`src/sv/assert_macros.svh`:
```
// assertion macros shared by the rtl files
// expects i_clk and i_rst_n in the scope of each use
`ifndef ASSERT_MACROS_SVH
`define ASSERT_MACROS_SVH
`ifndef SYNTHESIS
// property checked at every clock edge outside reset
`define SADI_ASSERT(lbl, prop, msg) \
    lbl: assert property (@(posedge i_clk) disable iff (!i_rst_n) (prop)) else $error(msg);
// antecedent in one cycle implies consequent in the next
`define SADI_ASSERT_NEXT(lbl, ante, cons, msg) \
    lbl: assert property (@(posedge i_clk) disable iff (!i_rst_n) (ante) |=> (cons)) \
        else $error(msg);
`else
`define SADI_ASSERT(lbl, prop, msg)
`define SADI_ASSERT_NEXT(lbl, ante, cons, msg)
`endif
`endif

```
`src/sv/sadi_pkg.sv`:
```
// shared constants, op and status codes and the controller to datapath command
// no dependencies
`timescale 1ns / 1ps
package sadi_pkg;
    localparam int MAX_ENTRIES = 16;
    localparam int IDX_W       = $clog2(MAX_ENTRIES);
    localparam int CNT_W       = $clog2(MAX_ENTRIES + 1);
    localparam int POS_W       = 6;
    localparam int WORD_W      = 32;
    localparam int LEN_W       = 5;
    localparam int OP_W        = 3;
    localparam int ST_W        = 2;
    // width that holds both a nonnegative position and the count
    localparam int CMP_W       = (CNT_W > POS_W - 1) ? CNT_W : POS_W - 1;

    typedef enum logic [OP_W-1:0] {
        OP_READ     = 3'd0,
        OP_WRITE    = 3'd1,
        OP_INSERT   = 3'd2,
        OP_DELETE   = 3'd3,
        OP_TRUNCATE = 3'd4
    } t_op;

    typedef enum logic [ST_W-1:0] {
        ST_DONE  = 2'd0,
        ST_RANGE = 2'd1,
        ST_FULL  = 2'd2
    } t_status;

    typedef logic signed [WORD_W-1:0] t_word;

    typedef struct packed {
        logic take;
    } t_dp_cmd;
endpackage

```
`src/sv/sadi_ctrl.sv`:
```
// handshake controller: accepts a request when the result slot is free or draining
// depends on sadi_pkg
`timescale 1ns / 1ps
module sadi_ctrl (
    input  logic              i_clk,
    input  logic              i_rst_n,
    input  logic              i_in_valid,
    output logic              o_in_stall,
    output logic              o_out_valid,
    input  logic              i_out_stall,
    output sadi_pkg::t_dp_cmd o_cmd
);
    import sadi_pkg::*;

    typedef enum logic {
        S_EMPTY,
        S_HOLD
    } t_state;

    t_state r_state;
    logic   w_take;

    // held off during reset and while a result waits on a stalled consumer
    assign o_in_stall  = !i_rst_n || (r_state == S_HOLD && i_out_stall);
    assign w_take      = i_in_valid && !o_in_stall;
    assign o_out_valid = (r_state == S_HOLD);
    assign o_cmd.take  = w_take;

    always_ff @(posedge i_clk) begin
        if (!i_rst_n) begin
            r_state <= S_EMPTY;
        end else begin
            unique case (r_state)
                S_EMPTY: begin
                    if (w_take) r_state <= S_HOLD;
                end
                S_HOLD: begin
                    if (w_take) r_state <= S_HOLD;
                    else if (!i_out_stall) r_state <= S_EMPTY;
                end
                default: r_state <= S_EMPTY;
            endcase
        end
    end
endmodule

```
`src/sv/sadi_dp.sv`:
```
// datapath: register cells with parallel shift, length counter, result registers
// depends on sadi_pkg and assert_macros.svh
`timescale 1ns / 1ps
`include "assert_macros.svh"
module sadi_dp (
    input  logic                               i_clk,
    input  logic                               i_rst_n,
    input  sadi_pkg::t_dp_cmd                  i_cmd,
    input  logic [sadi_pkg::OP_W-1:0]          i_op,
    input  logic signed [sadi_pkg::POS_W-1:0]  i_position,
    input  logic signed [sadi_pkg::WORD_W-1:0] i_item_value,
    output logic signed [sadi_pkg::WORD_W-1:0] o_read_value,
    output logic [sadi_pkg::LEN_W-1:0]         o_length_now,
    output logic [sadi_pkg::ST_W-1:0]          o_status
);
    import sadi_pkg::*;

    t_word              r_cells [MAX_ENTRIES];
    t_word              n_cells [MAX_ENTRIES];
    logic [CNT_W-1:0]   r_count;
    logic [CNT_W-1:0]   n_count;
    t_word              r_read;
    t_word              n_read;
    t_status            r_status;
    t_status            n_status;

    logic               w_neg;
    logic [CMP_W-1:0]   w_pos;
    logic [CMP_W-1:0]   w_len;
    logic [CMP_W-1:0]   w_ins;
    logic               w_in_range;
    logic               w_full;

    assign w_neg      = i_position[POS_W-1];
    assign w_pos      = CMP_W'(unsigned'(i_position[POS_W-2:0]));
    assign w_len      = CMP_W'(r_count);
    assign w_in_range = !w_neg && (w_pos < w_len);
    assign w_full     = (r_count == CNT_W'(MAX_ENTRIES));
    // insert position clamped into 0..length
    assign w_ins      = w_neg ? '0 : ((w_pos > w_len) ? w_len : w_pos);

    always_comb begin
        n_cells  = r_cells;
        n_count  = r_count;
        n_read   = '0;
        n_status = ST_DONE;
        unique case (t_op'(i_op))
            OP_READ: begin
                if (w_in_range) n_read = r_cells[w_pos[IDX_W-1:0]];
                else n_status = ST_RANGE;
            end
            OP_WRITE: begin
                if (w_in_range) n_cells[w_pos[IDX_W-1:0]] = i_item_value;
                else n_status = ST_RANGE;
            end
            OP_INSERT: begin
                if (w_full) begin
                    n_status = ST_FULL;
                end else begin
                    // every cell above the slot takes its lower neighbor
                    for (int k = 1; k < MAX_ENTRIES; k++) begin
                        if (CMP_W'(k) > w_ins) n_cells[k] = r_cells[k-1];
                    end
                    n_cells[w_ins[IDX_W-1:0]] = i_item_value;
                    n_count = r_count + 1'b1;
                end
            end
            OP_DELETE: begin
                if (w_in_range) begin
                    for (int k = 0; k < MAX_ENTRIES - 1; k++) begin
                        if (CMP_W'(k) >= w_pos) n_cells[k] = r_cells[k+1];
                    end
                    n_count = r_count - 1'b1;
                end else begin
                    n_status = ST_RANGE;
                end
            end
            OP_TRUNCATE: begin
                if (!w_neg && w_pos <= w_len) n_count = CNT_W'(w_pos);
                else n_status = ST_RANGE;
            end
            default: n_status = ST_RANGE;
        endcase
    end

    always_ff @(posedge i_clk) begin
        if (i_cmd.take) begin
            r_cells  <= n_cells;
            r_read   <= n_read;
            r_status <= n_status;
        end
    end

    always_ff @(posedge i_clk) begin
        if (!i_rst_n) begin
            r_count <= '0;
        end else if (i_cmd.take) begin
            r_count <= n_count;
        end
    end

    assign o_read_value = r_read;
    assign o_length_now = LEN_W'(r_count);
    assign o_status     = r_status;

    `SADI_ASSERT(a_count_bound, r_count <= CNT_W'(MAX_ENTRIES), "length above capacity")
    `SADI_ASSERT_NEXT(a_count_idle, !i_cmd.take, $stable(r_count), "length moved without request")
    `SADI_ASSERT_NEXT(a_insert_grows, i_cmd.take && i_op == OP_INSERT && !w_full, r_count == CNT_W'($past(r_count) + 1'b1), "insert did not grow length")
    `SADI_ASSERT_NEXT(a_delete_shrinks, i_cmd.take && i_op == OP_DELETE && w_in_range, r_count == CNT_W'($past(r_count) - 1'b1), "delete did not shrink length")
endmodule

```
`src/sv/shifting_array_insert_delete.sv`:
```
// Ordered store of up to sadi_pkg::MAX_ENTRIES signed words with a length. One request
// is taken per clock cycle while o_in_stall is low; its result appears on the output
// registers the cycle after acceptance and stays until taken. Insert and delete finish
// at acceptance since every register cell loads from its neighbor in parallel; the
// cell shift network and the length compare set the cycle. A new request is accepted
// while a result is pending as long as the consumer is not stalling; otherwise
// o_in_stall follows i_out_stall; it is high in reset. Reads past the length give 0.
// top level: joins sadi_ctrl and sadi_dp, depends on sadi_pkg
`timescale 1ns / 1ps
module shifting_array_insert_delete (
    input  logic                               i_clk,
    input  logic                               i_rst_n,
    input  logic                               i_in_valid,
    output logic                               o_in_stall,
    input  logic [sadi_pkg::OP_W-1:0]          i_op,
    input  logic signed [sadi_pkg::POS_W-1:0]  i_position,
    input  logic signed [sadi_pkg::WORD_W-1:0] i_item_value,
    output logic                               o_out_valid,
    input  logic                               i_out_stall,
    output logic signed [sadi_pkg::WORD_W-1:0] o_read_value,
    output logic [sadi_pkg::LEN_W-1:0]         o_length_now,
    output logic [sadi_pkg::ST_W-1:0]          o_status
);
    import sadi_pkg::*;

    t_dp_cmd w_cmd;

    sadi_ctrl u_ctrl (
        .i_clk       (i_clk),
        .i_rst_n     (i_rst_n),
        .i_in_valid  (i_in_valid),
        .o_in_stall  (o_in_stall),
        .o_out_valid (o_out_valid),
        .i_out_stall (i_out_stall),
        .o_cmd       (w_cmd)
    );

    sadi_dp u_dp (
        .i_clk        (i_clk),
        .i_rst_n      (i_rst_n),
        .i_cmd        (w_cmd),
        .i_op         (i_op),
        .i_position   (i_position),
        .i_item_value (i_item_value),
        .o_read_value (o_read_value),
        .o_length_now (o_length_now),
        .o_status     (o_status)
    );
endmodule

```
`config.mk`:
```
export PLATFORM = sky130hd
export DESIGN_NAME = shifting_array_insert_delete
export DESIGN_NICKNAME = d
export VERILOG_FILES = /design/src/sv/sadi_pkg.sv /design/src/sv/sadi_ctrl.sv /design/src/sv/sadi_dp.sv /design/src/sv/shifting_array_insert_delete.sv
export VERILOG_INCLUDE_DIRS = /design/src /design/src/sv
export SDC_FILE = /design/constraint.sdc
export NUM_CORES = 2
export LEC_CHECK = 0
export ABC_AREA = 1
export BUFFER_PORTS_ARGS = -buffer_cell sky130_fd_sc_hd__buf_2
export CORE_MARGIN = 4
export CORE_UTILIZATION = 25
export CTS_CLUSTER_DIAMETER = 80
export DETAILED_ROUTE_END_ITERATION = 10
export HOLD_SLACK_MARGIN = 0.05
export PLACE_DENSITY = 0.47
export SETUP_SLACK_MARGIN = 0.4
export SLEW_MARGIN = 10
export SYNTH_ARGS = -nofsm -noshare
export SYNTH_HDL_FRONTEND = slang
export SYNTH_SLANG_ARGS = --single-unit
export TNS_END_PERCENT = 100
```
`constraint.sdc`:
```
create_clock -name i_clk -period 9.8 [get_ports i_clk]
set_clock_uncertainty 0.05 [all_clocks]
set_input_delay 0.98 -clock i_clk [delete_from_list [all_inputs] [get_ports i_clk]]
set_output_delay 0.98 -clock i_clk [all_outputs]
set_load 0.1 [all_outputs]
```
==> impl_metrics.csv <==
group,metric,value,unit
routing,wl,230,mm
synthesis,ys_types,44,
pwr,p_per_area,161,mW/mm^2
routing,via_per_inst,5.83,
clocking,path_clk_slew,0.05,ns
setup_path,required,10.19,ns
timing,layout_min_cycle_time,5.45,ns
clocking,h-tree-depth,3,
timing,worst_pin_slew,1.24,ns
finish,syn2layout_area_growth,12.5,%
global_routing,grt_pass1_vias,41076,
clocking,post_cts_resized,0,
global_routing,use_met1,34.8,%
floorplan,die-area,0.169,mm^2
floorplan,ios,86,
pwr,p_seq_share,36.5,%
timing,relSlewSlack,17.4,%
flow_run,drv_cap,0,
synthesis,synth_area,0.0405,mm^2
pwr,p_sw_share,36.0,%
place,gp_congestion,0.870,
synthesis,synth_cells,5663,
floorplan,die_h,411,um
finish,layout-drive-gt1-share,7.82,%
setup_path,path_max_fanout,33,
clocking,root_buffer,"clkbuf_16",
worst_hold_path,hp-class,"reg -> reg",
global_routing,antenna_found_initial,22,
pwr,vdd_ir_drop_max,0.000120,V
floorplan,die_w,411,um
routing,wire_per_inst,29.9,um
timing,setup_viol,0,
global_routing,grtUsageMet2,38.8,%
routing,drt-initial-drc-count,7602,
clocking,postCtsSetupBuffers,0,
synthesis,synth_flop_cell,"edfxtp_1",
floorplan,initial_core_util,25.2,%
global_routing,grtUsageTotal,26.1,%
routing,vias,44763,
synthesis,syn_area_per_cell,7.16,um^2
setup_path,start_kind,"primary input",
place,hpwlAfterDp,127,mm
pwr,clockPowerShare,40.2,%
outcome,status,"completed",
global_routing,grt-busiest-layer,"met2",
finish,final_cell_mix,"nand2_1 (1578), nand3_1 (666), edfxtp_1 (546), a22oi_1 (499), o21ai_0 (431)",
synthesis,synth-edff-count,546,
setup_path,crit_path_end_kind,"register",
finish,fin_nets,5506,
routing,drtAntennaViolNets,0,
clocking,tritoncts,"yes",
global_routing,grt_first_pass_wirelength,320,mm
pwr,leakagePower,19.1,nW
synthesis,synth_fp_nets,5717,
synthesis,synth-seq-cells,552,
clocking,clk_latency,0.71,ns
floorplan,rows,147,
worst_hold_path,hp-start,"u_ctrl.o_out_valid",
timing,hold_violations,0,
pwr,p_comb_share,23.3,%
pwr,p_sw,2.64,mW
timing,drv_slew,0,
timing,setup_tns,0,ns
clocking,cts-buffers-inserted,81,
global_routing,grt_util_met3,6.71,%
place,port_buffers,85,
setup_path,arrival,5.84,ns
routing,drc_errors,0,
synthesis,synth_warnings,0,
synthesis,ys_seq_area_share,40.7,%
global_routing,grt_max_degree,183,
finish,seq_area,0.0165,mm^2
setup_path,reg2reg_from,"u_dp.o_length_now[1]",
finish,multi_input_area,0.0208,mm^2
global_routing,grt_overflow_total,0,
setup_path,startpoint,"i_position[3]",
clocking,hold_buffers,0,
synthesis,synthArstFlopShare,0,%
pwr,power.internal,4.69,mW
clocking,clockBufferDepth,3,
clocking,clock-sinks,552,
timing,fmax,184,MHz
timing,period_share,55.6,%
setup_path,path_class,"in -> reg",
floorplan,core-area,0.161,mm^2
finish,fillerInstances,17534,
finish,final_common_cell,"nand2_1",
timing,rsz0062_at_grt,"false",
timing,whs,0.457,ns
routing,dr.pass1.iters,8,
[state kept, by name, summed over array words and instances, names as in the netlist]
signal              count
u_dp.o_status           2
u_dp.o_length_now       5
u_dp.r_cells          512
u_dp.o_read_value      32
u_ctrl.o_out_valid      1
[final timing paths]
check / cells after the start / endpoint / slack, ns
worst max-delay path: 18 / u_dp.r_cells[262] / 4.35
worst min-delay path: 2 / u_ctrl.o_out_valid / 0.46
worst max register to register: 17 / u_dp.r_cells[262] / 4.60
worst min register to register: 2 / u_ctrl.o_out_valid / 0.46
[power groups by stage]
stage | Clock (mW) | Combinational, mW | Sequential (mW)
2_1_floorplan | 0 | 0.946 | 2.76
3_3_place_gp | 0 | 1.64 | 2.72
3_5_place_dp | 0 | 1.65 | 2.72
4_1_cts | 2.98 | 1.65 | 2.67
5_1_grt | 3.07 | 1.80 | 2.68
6_report | 2.95 | 1.71 | 2.67
[Yosys cell counts, types with 2 or more instances]
master / number / area, um^2
nand3_2: 4 / 40.0
o21ai_0: 431 / 2160
nor3_1: 6 / 30.0
clkbuf_1: 384 / 1440
nand3_4: 2 / 35.0
buf_2: 81 / 405
o21ai_1: 71 / 355
nand4_1: 27 / 169
buf_1: 27 / 101
inv_1: 421 / 1580
nand2_2: 7 / 43.8
inv_2: 13 / 48.8
nor2_2: 3 / 18.8
dfxtp_1: 6 / 120
o211ai_1: 108 / 811
buf_4: 6 / 45.0
edfxtp_1: 546 / 16400
a41oi_1: 5 / 43.8
nor2_1: 338 / 1270
a221oi_1: 3 / 26.3
o221ai_1: 13 / 114
nand3_1: 668 / 3340
clkinv_1: 16 / 60.1
o41a_1: 7 / 78.8
a31oi_1: 7 / 43.8
o22ai_1: 7 / 43.8
nor4_1: 15 / 93.8
xor2_1: 3 / 26.3
a22oi_1: 499 / 3750
ha_1: 8 / 100
nand2_1: 1606 / 6030
nor2_4: 6 / 67.6
a21oi_2: 3 / 26.3
nand2_4: 2 / 22.5
a21oi_1: 305 / 1530
[metal layers]
metal / vias up / share of wire (%) / wire (um)
li1: 19265 / - / -
met1: 21655 / 39 / 90700
met2: 3162 / 43 / 97900
met3: 671 / 12 / 27300
met4: 10 / 6.0 / 13800
met5: - / 0.026 / 59
[kinds of logic after synthesis]
| kind of cell | share of synthesized area, % |
|---|---|
| buffers and inverters | 9.11 |
| xor gates and xnor gates | 0.0648 |
| adders and majority gates | 0.296 |
| and+or+nand+nor | 27.5 |
| AOI/OAI and AO/OA | 22.3 |
| DFF | 40.7 |
[worst max-delay path, cell delays in order]
cell and delay [ns]:
buf_2 0.49, ha_1 0.34, nand2_1 0.10, inv_1 0.04, nand2_1 0.12, nand3_4 0.12, nand2_4 0.12, nand2_2 0.07
nand3_2 0.20, inv_2 0.10, nor2_4 0.73, buf_4 0.52, nand2_2 0.07, buf_4 0.40, inv_2 1.01, nand2_1 0.13
nand3_1 0.14, nand2_1 0.06
[layout make-up]
| class | count | share of cell area (%) |
|---|---|---|
| diodes | 10 | 0.0549 |
| clock buffers | 111 | 4.88 |
| clock inverters | 33 | 0.598 |
| inverters | 450 | 3.73 |
| multi-input cells | 4162 | 45.6 |
| flip-flops and latches | 552 | 36.2 |
| well taps | 2160 | 5.93 |
| repair buffers | 205 | 2.99 |
[through the flow]
step | setup WS (ns) | std cells | power, mW | area (um^2) | util [%]
after global routing | 4.39 | 7674 | 7.54 | 45600 | 28.3
after detailed placement | 3.83 | 7529 | 4.37 | 43100 | 26.8
after floorplan | 1.90 | 5663 | 3.70 | 40500 | -
after global placement | 3.96 | 7529 | 4.36 | 43100 | 26.8
final | 4.35 | 7683 | 7.33 | 45600 | 28.3
after CTS | 4.55 | 7673 | 7.30 | 45600 | 28.3
(Power assumes the default switching activity.)
